==> src/rtl/core/tsc_interpolated_tick_accounting_macros.svh <==
// Assertion macros shared by the tick accounting RTL.
`ifndef TSC_INTERPOLATED_TICK_ACCOUNTING_MACROS_SVH
`define TSC_INTERPOLATED_TICK_ACCOUNTING_MACROS_SVH

// The consequent must hold in the same cycle as the antecedent.
`define TSC_ITA_ASSERT_SAME(lbl, clk, rst, pre, post, msg) \
   lbl: assert property (@(posedge clk) disable iff (rst) (pre) |-> (post)) \
      else $error(msg);

// The consequent must hold in the cycle after the antecedent.
`define TSC_ITA_ASSERT_NEXT(lbl, clk, rst, pre, post, msg) \
   lbl: assert property (@(posedge clk) disable iff (rst) (pre) |=> (post)) \
      else $error(msg);

`endif

==> src/rtl/core/tsc_ita_pkg.sv <==
package tsc_ita_pkg;

   localparam int HOST_TIME_WIDTH = 64;
   localparam int CYCLE_WIDTH     = 32;
   localparam int TICK_FIELD_WIDTH = 32;
   localparam int QUOTIENT_WIDTH  = 32;
   localparam int TICK_LEN_WIDTH  = 30;

   localparam int CSR_INDEX_WIDTH = 1;
   localparam int CSR_DATA_WIDTH  = 32;

   localparam logic [CSR_INDEX_WIDTH-1:0] CSR_USEC_QUOTIENT = 1'd0;
   localparam logic [CSR_INDEX_WIDTH-1:0] CSR_TICK_LENGTH   = 1'd1;

   localparam logic [QUOTIENT_WIDTH-1:0] QUOTIENT_RESET = 32'd4294967;
   localparam logic [TICK_LEN_WIDTH-1:0] TICK_LEN_RESET = 30'd10000000;

   localparam logic [QUOTIENT_WIDTH-1:0] NS_PER_USEC = 32'd1000;

   localparam logic COMMAND_TICK   = 1'b0;
   localparam logic COMMAND_RESYNC = 1'b1;

   localparam int TICK_COUNT_WIDTH_DEFAULT = 32;

endpackage

==> src/rtl/core/tsc_ita_req_if.sv <==
interface tsc_ita_req_if;

   logic                                      valid;
   logic                                      ready;
   logic                                      command;
   logic [tsc_ita_pkg::HOST_TIME_WIDTH-1:0]   host_system_time_ns;
   logic [tsc_ita_pkg::CYCLE_WIDTH-1:0]       cycle_stamp;
   logic [tsc_ita_pkg::CYCLE_WIDTH-1:0]       cycle_now;

   modport source (
      output valid, command, host_system_time_ns, cycle_stamp, cycle_now,
      input  ready
   );

   modport sink (
      input  valid, command, host_system_time_ns, cycle_stamp, cycle_now,
      output ready
   );

endinterface

==> src/rtl/core/tsc_ita_rsp_if.sv <==
interface tsc_ita_rsp_if;

   logic                                      valid;
   logic                                      ready;
   logic [tsc_ita_pkg::TICK_FIELD_WIDTH-1:0]  elapsed_ticks;
   logic                                      fire_clock;
   logic                                      went_backwards;
   logic [tsc_ita_pkg::HOST_TIME_WIDTH-1:0]   next_deadline_ns;

   modport source (
      output valid, elapsed_ticks, fire_clock, went_backwards, next_deadline_ns,
      input  ready
   );

   modport sink (
      input  valid, elapsed_ticks, fire_clock, went_backwards, next_deadline_ns,
      output ready
   );

endinterface

==> src/rtl/core/tsc_interpolated_tick_accounting.sv <==
// Channel    Direction  Handshake      Carries
// req_chan   in         valid/ready    command, host time, cycle stamp, cycle now
// rsp_chan   out        valid/ready    elapsed ticks, fire, backwards, deadline
// csr_*      in         write enable   quotient and tick length registers
//
// A tick event runs two multiplies, two adds, 64 restoring division steps and
// two closing adds on one shared adder; backwards time or a zero tick length
// skips the division and first closing add. A resync goes straight to the result.
// The block takes one item at a time and is busy until its result is loaded.
// Reset is synchronous; it clears the processed time and restores both registers.
// A result waits in the output register while the next item is taken.
`include "tsc_interpolated_tick_accounting_macros.svh"

module tsc_interpolated_tick_accounting #(
   parameter int TICK_COUNT_WIDTH = tsc_ita_pkg::TICK_COUNT_WIDTH_DEFAULT
) (
   input  logic                                    clock,
   input  logic                                    reset,
   tsc_ita_req_if.sink                             req_chan,
   tsc_ita_rsp_if.source                           rsp_chan,
   input  logic                                    csr_we,
   input  logic [tsc_ita_pkg::CSR_INDEX_WIDTH-1:0] csr_index,
   input  logic [tsc_ita_pkg::CSR_DATA_WIDTH-1:0]  csr_wdata
);

   localparam int TW = tsc_ita_pkg::HOST_TIME_WIDTH;
   localparam int CW = tsc_ita_pkg::CYCLE_WIDTH;
   localparam int QW = tsc_ita_pkg::QUOTIENT_WIDTH;
   localparam int LW = tsc_ita_pkg::TICK_LEN_WIDTH;
   localparam int FW = tsc_ita_pkg::TICK_FIELD_WIDTH;

   localparam int LIM_W = (TICK_COUNT_WIDTH < FW) ? TICK_COUNT_WIDTH : FW;
   localparam logic [TW-1:0] TICK_LIMIT = (64'd1 << LIM_W) - 64'd1;

   localparam int DIV_CNT_W = $clog2(TW);
   localparam logic [DIV_CNT_W-1:0] DIV_LAST = DIV_CNT_W'(TW - 1);
   localparam logic [DIV_CNT_W-1:0] DIV_STEP = DIV_CNT_W'(1);

   localparam logic [3:0] S_IDLE = 4'd0;
   localparam logic [3:0] S_MUL1 = 4'd1;
   localparam logic [3:0] S_MUL2 = 4'd2;
   localparam logic [3:0] S_SUM  = 4'd3;
   localparam logic [3:0] S_DIFF = 4'd4;
   localparam logic [3:0] S_DIV  = 4'd5;
   localparam logic [3:0] S_FIX  = 4'd6;
   localparam logic [3:0] S_DONE = 4'd7;

   logic [3:0]           state_ff, state_in;
   logic [QW-1:0]        quotient_ff;
   logic [LW-1:0]        tick_len_ff;
   logic [TW-1:0]        processed_ff, processed_in;
   logic [TW-1:0]        host_ff, host_in;
   logic [CW-1:0]        cyc_ff, cyc_in;
   logic [TW-1:0]        prod_ff, prod_in;
   logic [TW-1:0]        sum_ff, sum_in;
   logic [TW-1:0]        div_ff, div_in;
   logic [LW-1:0]        rem_ff, rem_in;
   logic [DIV_CNT_W-1:0] cnt_ff, cnt_in;
   logic                 back_ff, back_in;

   logic                 rsp_valid_ff, rsp_valid_in;
   logic [FW-1:0]        rsp_elapsed_ff;
   logic                 rsp_fire_ff;
   logic                 rsp_back_ff;
   logic [TW-1:0]        rsp_deadline_ff;

   logic [QW-1:0]        mul_a, mul_b;
   logic [2*QW-1:0]      mul_res;
   logic [TW-1:0]        add_a, add_b, add_res;
   logic                 add_sub;

   logic                 req_xfer;
   logic                 out_load;
   logic [FW-1:0]        elapsed;

   assign req_xfer = req_chan.valid && req_chan.ready;
   assign req_chan.ready = (state_ff == S_IDLE);
   assign out_load = (state_ff == S_DONE) && (!rsp_valid_ff || rsp_chan.ready);

   assign rsp_chan.valid            = rsp_valid_ff;
   assign rsp_chan.elapsed_ticks    = rsp_elapsed_ff;
   assign rsp_chan.fire_clock       = rsp_fire_ff;
   assign rsp_chan.went_backwards   = rsp_back_ff;
   assign rsp_chan.next_deadline_ns = rsp_deadline_ff;

   assign elapsed = (div_ff > TICK_LIMIT) ? TICK_LIMIT[FW-1:0] : div_ff[FW-1:0];

   // Shared multiplier.
   always_comb begin
      mul_a = cyc_ff;
      mul_b = quotient_ff;
      if (state_ff == S_MUL2) begin
         mul_a = prod_ff[2*QW-1:QW];
         mul_b = tsc_ita_pkg::NS_PER_USEC;
      end
   end

   assign mul_res = mul_a * mul_b;

   // Shared adder and subtractor.
   always_comb begin
      add_a   = sum_ff;
      add_b   = processed_ff;
      add_sub = 1'b1;
      case (state_ff)
         S_SUM: begin
            add_a   = host_ff;
            add_b   = prod_ff;
            add_sub = 1'b0;
         end
         S_DIFF: begin
            add_a   = sum_ff;
            add_b   = processed_ff;
            add_sub = 1'b1;
         end
         S_DIV: begin
            add_a   = {{(TW-LW-1){1'b0}}, rem_ff, div_ff[TW-1]};
            add_b   = {{(TW-LW){1'b0}}, tick_len_ff};
            add_sub = 1'b1;
         end
         S_FIX: begin
            add_a   = sum_ff;
            add_b   = {{(TW-LW){1'b0}}, rem_ff};
            add_sub = 1'b1;
         end
         S_DONE: begin
            add_a   = processed_ff;
            add_b   = {{(TW-LW){1'b0}}, tick_len_ff};
            add_sub = 1'b0;
         end
         default: begin
            add_a   = sum_ff;
            add_b   = processed_ff;
            add_sub = 1'b1;
         end
      endcase
   end

   assign add_res = add_sub ? (add_a - add_b) : (add_a + add_b);

   // Sequencer.
   always_comb begin
      state_in     = state_ff;
      processed_in = processed_ff;
      host_in      = host_ff;
      cyc_in       = cyc_ff;
      prod_in      = prod_ff;
      sum_in       = sum_ff;
      div_in       = div_ff;
      rem_in       = rem_ff;
      cnt_in       = cnt_ff;
      back_in      = back_ff;
      case (state_ff)
         S_IDLE: begin
            if (req_xfer) begin
               host_in = req_chan.host_system_time_ns;
               cyc_in  = req_chan.cycle_now - req_chan.cycle_stamp;
               back_in = 1'b0;
               div_in  = '0;
               if (req_chan.command == tsc_ita_pkg::COMMAND_RESYNC) begin
                  processed_in = req_chan.host_system_time_ns;
                  state_in     = S_DONE;
               end else begin
                  state_in = S_MUL1;
               end
            end
         end
         S_MUL1: begin
            prod_in  = mul_res;
            state_in = S_MUL2;
         end
         S_MUL2: begin
            prod_in  = mul_res;
            state_in = S_SUM;
         end
         S_SUM: begin
            sum_in   = add_res;
            state_in = S_DIFF;
         end
         S_DIFF: begin
            rem_in = '0;
            cnt_in = '0;
            if (add_res[TW-1]) begin
               back_in  = 1'b1;
               div_in   = '0;
               state_in = S_DONE;
            end else if (tick_len_ff == '0) begin
               div_in   = '0;
               state_in = S_DONE;
            end else begin
               div_in   = add_res;
               state_in = S_DIV;
            end
         end
         S_DIV: begin
            if (!add_res[TW-1]) begin
               rem_in = add_res[LW-1:0];
               div_in = {div_ff[TW-2:0], 1'b1};
            end else begin
               rem_in = {rem_ff[LW-2:0], div_ff[TW-1]};
               div_in = {div_ff[TW-2:0], 1'b0};
            end
            cnt_in = cnt_ff + DIV_STEP;
            if (cnt_ff == DIV_LAST) begin
               state_in = S_FIX;
            end
         end
         S_FIX: begin
            processed_in = add_res;
            state_in     = S_DONE;
         end
         S_DONE: begin
            if (out_load) begin
               state_in = S_IDLE;
            end
         end
         default: begin
            state_in = S_IDLE;
         end
      endcase
   end

   always_comb begin
      rsp_valid_in = rsp_valid_ff;
      if (out_load) begin
         rsp_valid_in = 1'b1;
      end else if (rsp_chan.ready) begin
         rsp_valid_in = 1'b0;
      end
   end

   always_ff @(posedge clock) begin
      if (reset) begin
         state_ff     <= S_IDLE;
         processed_ff <= '0;
         rsp_valid_ff <= 1'b0;
         quotient_ff  <= tsc_ita_pkg::QUOTIENT_RESET;
         tick_len_ff  <= tsc_ita_pkg::TICK_LEN_RESET;
      end else begin
         state_ff     <= state_in;
         processed_ff <= processed_in;
         rsp_valid_ff <= rsp_valid_in;
         if (csr_we) begin
            case (csr_index)
               tsc_ita_pkg::CSR_USEC_QUOTIENT: quotient_ff <= csr_wdata[QW-1:0];
               tsc_ita_pkg::CSR_TICK_LENGTH:   tick_len_ff <= csr_wdata[LW-1:0];
               default: begin
               end
            endcase
         end
      end
   end

   always_ff @(posedge clock) begin
      host_ff <= host_in;
      cyc_ff  <= cyc_in;
      prod_ff <= prod_in;
      sum_ff  <= sum_in;
      div_ff  <= div_in;
      rem_ff  <= rem_in;
      cnt_ff  <= cnt_in;
      back_ff <= back_in;
      if (out_load) begin
         rsp_elapsed_ff  <= elapsed;
         rsp_fire_ff     <= (elapsed != '0);
         rsp_back_ff     <= back_ff;
         rsp_deadline_ff <= add_res;
      end
   end

   `TSC_ITA_ASSERT_NEXT(a_busy_after_transfer, clock, reset, req_xfer, !req_chan.ready,
      "block still ready after taking an item")
   `TSC_ITA_ASSERT_SAME(a_backwards_no_ticks, clock, reset,
      rsp_chan.valid && rsp_chan.went_backwards,
      rsp_chan.elapsed_ticks == '0 && !rsp_chan.fire_clock,
      "ticks reported on a backwards result")
   `TSC_ITA_ASSERT_SAME(a_fire_matches_ticks, clock, reset, rsp_chan.valid,
      rsp_chan.fire_clock == (rsp_chan.elapsed_ticks != '0),
      "fire flag disagrees with tick count")
   `TSC_ITA_ASSERT_NEXT(a_processed_held, clock, reset,
      state_ff != S_FIX && !req_xfer, $stable(processed_ff),
      "processed time moved outside an update")

endmodule

==> src/flat_wrapper.sv <==
// flat-port wrapper written by rule: the top's interface ports become plain ports
module tsc_interpolated_tick_accounting_flat 
#(
   parameter int TICK_COUNT_WIDTH = tsc_ita_pkg::TICK_COUNT_WIDTH_DEFAULT
)
  (clock, reset, csr_we, csr_index, csr_wdata, req_chan_valid, req_chan_command, req_chan_host_system_time_ns, req_chan_cycle_stamp, req_chan_cycle_now, req_chan_ready, rsp_chan_valid, rsp_chan_elapsed_ticks, rsp_chan_fire_clock, rsp_chan_went_backwards, rsp_chan_next_deadline_ns, rsp_chan_ready);
  tsc_ita_req_if req_chan_i ();
  tsc_ita_rsp_if rsp_chan_i ();
  input  logic clock;
  input  logic reset;
  input  logic csr_we;
  input  logic [tsc_ita_pkg::CSR_INDEX_WIDTH-1:0] csr_index;
  input  logic [tsc_ita_pkg::CSR_DATA_WIDTH-1:0] csr_wdata;
  input wire logic [$bits(req_chan_i.valid)-1:0] req_chan_valid;
  input wire logic [$bits(req_chan_i.command)-1:0] req_chan_command;
  input wire logic [$bits(req_chan_i.host_system_time_ns)-1:0] req_chan_host_system_time_ns;
  input wire logic [$bits(req_chan_i.cycle_stamp)-1:0] req_chan_cycle_stamp;
  input wire logic [$bits(req_chan_i.cycle_now)-1:0] req_chan_cycle_now;
  output wire logic [$bits(req_chan_i.ready)-1:0] req_chan_ready;
  output wire logic [$bits(rsp_chan_i.valid)-1:0] rsp_chan_valid;
  output wire logic [$bits(rsp_chan_i.elapsed_ticks)-1:0] rsp_chan_elapsed_ticks;
  output wire logic [$bits(rsp_chan_i.fire_clock)-1:0] rsp_chan_fire_clock;
  output wire logic [$bits(rsp_chan_i.went_backwards)-1:0] rsp_chan_went_backwards;
  output wire logic [$bits(rsp_chan_i.next_deadline_ns)-1:0] rsp_chan_next_deadline_ns;
  input wire logic [$bits(rsp_chan_i.ready)-1:0] rsp_chan_ready;
  assign req_chan_i.valid = req_chan_valid;
  assign req_chan_i.command = req_chan_command;
  assign req_chan_i.host_system_time_ns = req_chan_host_system_time_ns;
  assign req_chan_i.cycle_stamp = req_chan_cycle_stamp;
  assign req_chan_i.cycle_now = req_chan_cycle_now;
  assign req_chan_ready = req_chan_i.ready;
  assign rsp_chan_valid = rsp_chan_i.valid;
  assign rsp_chan_elapsed_ticks = rsp_chan_i.elapsed_ticks;
  assign rsp_chan_fire_clock = rsp_chan_i.fire_clock;
  assign rsp_chan_went_backwards = rsp_chan_i.went_backwards;
  assign rsp_chan_next_deadline_ns = rsp_chan_i.next_deadline_ns;
  assign rsp_chan_i.ready = rsp_chan_ready;
  tsc_interpolated_tick_accounting #(.TICK_COUNT_WIDTH(TICK_COUNT_WIDTH)) u_core (.clock(clock), .reset(reset), .req_chan(req_chan_i), .rsp_chan(rsp_chan_i), .csr_we(csr_we), .csr_index(csr_index), .csr_wdata(csr_wdata));
endmodule
==> config.mk <==
export PLATFORM = sky130hd
export DESIGN_NAME = tsc_interpolated_tick_accounting_flat
export DESIGN_NICKNAME = d
export VERILOG_FILES = /design/src/rtl/core/tsc_ita_pkg.sv /design/src/rtl/core/tsc_ita_req_if.sv /design/src/rtl/core/tsc_ita_rsp_if.sv /design/src/rtl/core/tsc_interpolated_tick_accounting.sv /design/src/flat_wrapper.sv
export VERILOG_INCLUDE_DIRS = /design/src /design/src/rtl/core
export SDC_FILE = /design/constraint.sdc
export NUM_CORES = 2
export LEC_CHECK = 0
export BUFFER_PORTS_ARGS = -buffer_cell sky130_fd_sc_hd__buf_2
export CAP_MARGIN = 5
export CORE_MARGIN = 1.5
export CORE_UTILIZATION = 31
export CTS_CLUSTER_DIAMETER = 150
export DETAILED_ROUTE_END_ITERATION = 7
export PLACE_DENSITY = 0.43
export SLEW_MARGIN = 20
export SYNTH_ARGS = -nofsm -noshare
export SYNTH_HDL_FRONTEND = slang
export SYNTH_SLANG_ARGS = --single-unit
==> constraint.sdc <==
create_clock -name clock -period 12 [get_ports clock]
set_input_delay 1.2 -clock clock [delete_from_list [all_inputs] [get_ports clock]]
set_output_delay 1.2 -clock clock [all_outputs]
set_load 0.05 [all_outputs]
==> After elaboration in Yosys (flattened, before gate mapping) <==
Cells that the tools add are included.
{ "word_totals": {"elab_cells": 88, "output_inout_bits": 100, "reg_bits": 554, "in_bits": 167} }
{ "op_classes": {"n_eq_ne": 13, "muxes": 29, "bitwise": 1, "reduce_logical": 22, "multipliers": 1, "addsub": 4, "magnitude_cmp": 1} }
{ "ops": {"columns": ["op", "n"], "rows": [
  ["64-bit one-hot mux with 3 select lines", 3],
  ["64-bit 2-to-1 mux", 5],
  ["64-bit one-hot mux with 2 select lines", 1],
  ["32-bit 2-to-1 mux", 3],
  ["64-bit adder", 1],
  ["64-bit by 32-bit > comparator with 1-bit output, second input constant", 1],
  ["32-bit by 32-bit multiplier with 64-bit output", 1],
  ["64-bit subtractor", 1],
  ["63-bit 2-to-1 mux", 1],
  ["30-bit one-hot mux with 2 select lines", 1],
  ["4-bit one-hot mux with 8 select lines", 1],
  ["32-bit nonzero test", 1],
  ["32-bit subtractor", 1],
  ["30-bit logical NOT", 1],
  ["30-bit 2-to-1 mux", 1],
  ["4-bit by 3-bit equality test with 1-bit output, second input constant", 4],
  ["4-bit 2-to-1 mux", 4],
  ["6-bit one-hot mux with 2 select lines", 1],
  ["3-bit AND reduction", 3],
  ["4-bit by 2-bit equality test with 1-bit output, second input constant", 2],
  ["2-bit AND reduction", 4],
  ["2-bit nonzero test", 4],
  ["6-bit by 1-bit adder with 6-bit output, second input constant", 1],
  ["6-bit equality test, second input constant", 1],
  ["other kinds (14)", 24]
]} }

==> Logic depth before layout (Yosys ltp) <==
{ "logic_depth": {"depth_word": 8, "depth_mapped": 36} }

==> Worst setup path after synthesis <==
Ideal clock, no wire load.
{ "synth_path": {"path_type": "reg2reg", "startpoint": "reg u_core.state_ff[2]", "endpoint": "reg u_core.prod_ff[56], data pin", "path_stages_with_launch": 34, "period_less_slack_ns": 9.090, "arrival_ns": 8.830, "setup_ns": 0.260, "slack_ns": 2.910, "cell_sequence": "dfxtp_1 buf_2 buf_2 buf_1 nor2_1 nand2_1 clkbuf_1 clkbuf_1 buf_1 mux2i_1 nor2_1 fa_1 inv_1 fa_1 fa_1 fa_1 inv_1 fa_1 inv_1 fa_1 inv_1 fa_1 fa_1 ha_1 clkbuf_1 nand2_1 o21ai_0 a21oi_1 o221a_2 o21ai_0 a31oi_1 o31ai_1 a21boi_0 xnor2_1"} }
{ "synth_between": {"elab_chain_cells": 3} }
{ "synth_rtl": {"columns": ["element", "line", "source"], "rows": [
  ["from (decl)", "tsc_interpolated_tick_accounting.sv:48", "logic [3:0] state_ff, state_in;"],
  ["from (signal assigned)", "tsc_interpolated_tick_accounting.sv:240", "state_ff <= state_in;"],
  ["4-bit by 2-bit equality test with 1-bit output (*)", "tsc_interpolated_tick_accounting.sv:92", "if (state_ff == S_MUL2) begin"],
  ["32-bit 2-to-1 mux", "tsc_interpolated_tick_accounting.sv:92", null],
  ["32-bit by 32-bit multiplier with 64-bit output (*)", "tsc_interpolated_tick_accounting.sv:98", "assign mul_res = mul_a * mul_b;"],
  ["via u_core.mul_res[56]", "tsc_interpolated_tick_accounting.sv:68", "logic [2*QW-1:0] mul_res;"],
  ["to (signal assigned)", "tsc_interpolated_tick_accounting.sv:257", "prod_ff <= prod_in;"],
  ["to (decl)", "tsc_interpolated_tick_accounting.sv:54", "logic [TW-1:0] prod_ff, prod_in;"]
]} }
Mark *: on every way through the listed nets, which the timed path passes. The rest lies on a longest branch.
A chain may end at the register's enable or synchronous reset.

==> Worst setup path after layout <==
{ "layout_path": {"startpoint": "reg u_core.state_ff[0]", "endpoint": "reg u_core.prod_ff[50], data pin"} }
The elaborated chain is that of the path after synthesis.

==> flow_results.org <==
** Routing
- Before antenna repair, the detailed router went through 5 iterations.
- The detailed router finished its first iteration with 4025 violations.
- Final routed DRC violation total :: 0
- The routed layout has 49800 vias.
- Final wirelength :: 251000 um
- Vias per std cell :: 5.29
- Once detail routing completed, the nets flagged for antenna violations numbered 0.
- Routed WL per cell :: 26.7 um

** Synthesis
- Syn_nets :: 8058
- Number of enable-type register cells in the synthesized netlist :: 423
- Counting flops and latches in the post-synthesis netlist gives 553.
- The share of the Yosys chip area taken by registers is 24.3%.
- After synthesis the cells add up to 0.0629 mm^2.
- Post-synthesis xor/xnor area fraction :: 2.88%
- Cell count after synthesis :: 6634
- Counting flops with an async set or reset pin after synthesis yields a share of 0%.
- Largest family of logic cells by synthesized area :: adder cells
- Multiplexer cells account for 2.25% of the synthesized area.
- Adder-cell area share of the yosys netlist :: 35.7%
- The synthesized netlist contains 84 unique library cells.
- Warnings from Yosys :: 0
- Avg Inst Size Synth :: 9.48 um^2
- Summing the areas of all compound-gate instances in the mapped netlist gives 10.8% of the synthesized area.
- The synthesized netlist devotes 15.8% of its cell area to simple gates.
- Primary flip-flop cell chosen by synthesis mapping :: edfxtp_1

** STA
- Post-route worst setup slack :: 1.67 ns
- For the final database, setup skew stands at 0.0354 ns.
- The max-slew violation count was 0.
- Post-route minimum period :: 10.33 ns
- Actual transition at the worst max-transition pin :: 1.15 ns
- RSZ-0062 raised after global routing :: no
- Fin. Hold Viols :: 0
- After layout, the worst path uses 86.1% of the clock period.
- Setup TNS after final layout :: 0 ns
- Fmax :: 96.8 MHz
- Headroom to the max-slew limit came out at 23.1%.
- Setup violations remaining at the end of the flow were counted as 0.

** Clock network
- Clk sinks :: 553
- After clock tree synthesis, the clock-pin slew on the worst setup and hold paths is 0.05 ns.
- TritonCTS clock tree :: built
- Clock network latency to the later pin of the worst-skew pair :: 0.68 ns
- In this run the deepest clock path goes through 3 buffers.
- The cell sitting at the root of the clock tree is a clkbuf_16.
- Post-cts gate resize count :: 0
- Total setup buffers inserted after CTS :: 0
- Htree depth :: 3
- Counting the buffers created by CTS gives 69.
- # hold bufs at CTS :: 0

** Worst hold path
- Path class of the lowest-slack min-delay path :: register to register

** Floorplanning
- Count of pins on the block boundary :: 267
- Die Footprint :: 0.206 mm^2
- Cell Rows :: 165
- Vertical die dimension :: 454 um
- The core region is 0.202 mm^2.
- Initial standard-cell utilization of the core :: 31.2%
- Die width :: 454 um

** Finish
- For this run, the share of the core covered by cells in the final layout is 34.4%.
- Excluding fillers, the count of instances in the completed layout stands at 9416.
- At the end of the flow, the number of nets in the layout was 8111.
- Most common library cell in the layout ignoring fill and taps :: inv_1
- Signed area change from the synthesized netlist to the final layout :: 10.5%
- Share of cells above drive strength 1 :: 9.71%
- Leaving out fill and tap cells, the most frequent cells in the layout are inv_1, fa_1, nand2_1.

** Setup path
- Worst setup path category :: register to register
- The startpoint identified for the worst register-to-register timing path is u_core.state_ff[0].
- The number of buffers and inverters on the critical path is 6.
- Data required time at the worst endpoint :: 12.52 ns
- Critical Path AT :: 10.85 ns
- Nature of the critical path startpoint :: register
- Critical Path Most Common Cell :: fa_1
- Counting cells, the worst reg-to-reg path comes to 29.
- For this run, the slowest stage of the critical path takes 0.69 ns.
- The worst setup path is captured at a register.
- End of the critical path :: u_core.prod_ff[50]
- Library cell contributing the largest single delay on the critical path :: nand2_4
- End of the worst register-to-register path :: u_core.prod_ff[50]
- The worst register-to-register path has a setup slack of 1.67 ns.
- In this run the worst path has a maximum fanout of 75.
- CP delay by family, top :: adder cells
- Critical path depth in cells :: 29
- Critical path launch point :: u_core.state_ff[0]

** Placement
- Detailed placement ended at an HPWL of 193000 um.
- The congestion estimate from routability-driven global placement came to 0.903.
- PortBufs :: 266
- Including well taps, the total number of placed cells is 9288.
- Setup Slack @ Placement :: 1.76 ns

** Global routing
- First-pass GRT wire length :: 366000 um
- Initial antenna violation count :: 6
- Maximum number of pins on one net before global-route repair :: 131
- Via count of the first global-routing pass :: 51400
- Total congestion overflow :: 0
- Global routing used 24.3% of the available tracks.

** Flow run
- Max-cap violations in this run came to 0.

** Run status
- The flow ran to the end, and the final reports show no timing, DRC or antenna violations.
==> stage by stage <==
stage / cell area, um^2 / hold slack, ns
3_3_place_gp: 67200 / 0.461
4_1_cts: 69500 / 0.481
2_1_floorplan: 62900 / 0.400
3_5_place_dp: 67300 / 0.473
6_report: 69500 / 0.482
5_1_grt: 69500 / 0.521
==> layout make-up <==
type	count	area (um^2)
timing repair buffer	414	2520
fill	20800	132000
sequential	553	15300
multi-input combinational	4736	42700
inverter	913	3430
antenna	1	2.50
tap	2672	3340
clock buffer	94	1950
clock inverter	33	325
==> flip-flops by register name, indices dropped and copies added (netlist names), 64 cells and up <==
register                          cells
u_core.div_ff                        64
u_core.rsp_chan.next_deadline_ns     64
u_core.host_ff                       64
u_core.prod_ff                       64
u_core.processed_ff                  64
u_core.sum_ff                        64
==> tightest hold or removal path, delay by kind of cell (launching register included) <==
family / cells / cell delay, ns
AOI/OAI and AO/OA: 1 / 0.05
DFF: 1 / 0.32
and+or+nand+nor: 1 / 0.06
==> synth_stat cells (16+ instances only) <==
library cell | number | area, um^2
inv_1 | 911 | 3420
fa_1 | 898 | 18000
nand2_1 | 872 | 3270
and3_1 | 459 | 2870
edfxtp_1 | 423 | 12700
clkbuf_1 | 365 | 1370
ha_1 | 359 | 4490
nor2_1 | 354 | 1330
a21oi_1 | 296 | 1480
o21ai_0 | 169 | 846
xnor2_1 | 138 | 1210
dfxtp_1 | 130 | 2600
a21o_1 | 113 | 848
mux2i_1 | 101 | 1010
o22ai_1 | 94 | 588
nand3_1 | 85 | 425
a22o_1 | 70 | 613
xor2_1 | 69 | 604
a31oi_1 | 47 | 294
nand4_1 | 42 | 263
or3_1 | 39 | 244
nor3_1 | 38 | 190
and2_1 | 36 | 225
or2_2 | 35 | 219
buf_1 | 34 | 128
mux2_2 | 34 | 383
a311oi_1 | 33 | 289
nor4_1 | 32 | 200
nand2b_1 | 31 | 194
a22oi_1 | 26 | 195
o21bai_1 | 23 | 173
buf_2 | 21 | 105
nor2b_1 | 19 | 119
o21a_1 | 19 | 143
o211ai_1 | 17 | 128
a211oi_1 | 16 | 120
==> worst min-delay path by stage <==
stage,startpoint,endpoint,slack [ns],cells after the start
after floorplan,u_core.back_ff,u_core.rsp_chan.went_backwards,0.40,0
after global placement,u_core.processed_ff[46],u_core.processed_ff[46],0.46,2
after detailed placement,u_core.tick_len_ff[11],u_core.tick_len_ff[11],0.47,2
after CTS,u_core.tick_len_ff[11],u_core.tick_len_ff[11],0.48,2
after global routing,u_core.tick_len_ff[1],u_core.tick_len_ff[1],0.52,2
final,u_core.tick_len_ff[11],u_core.tick_len_ff[11],0.48,2
==> metal layers <==
layer | vias up | wire (um) | global-route usage, %
met5 | - | 34 | 0
met4 | 6 | 11400 | 9.83
met3 | 363 | 11700 | 2.54
met2 | 1532 | 120000 | 40.9
met1 | 25800 | 108000 | 31.8
li1 | 22200 | - | -
==> logic make-up (layout without fill, tap and decap cells) <==
logic type / after synthesis / after routing
AOI/OAI and AO/OA: 1044 / 1044
adders and majority gates: 1258 / 1258
other: 0 / 1
xor gates and xnor gates: 207 / 207
muxes: 136 / 136
DFF: 553 / 553
and+or+nand+nor: 2091 / 2091
buffers and inverters: 1345 / 1454
Power is not shown: default switching activity piles up to over one toggle a cycle in this logic, so the estimate is an artifact.
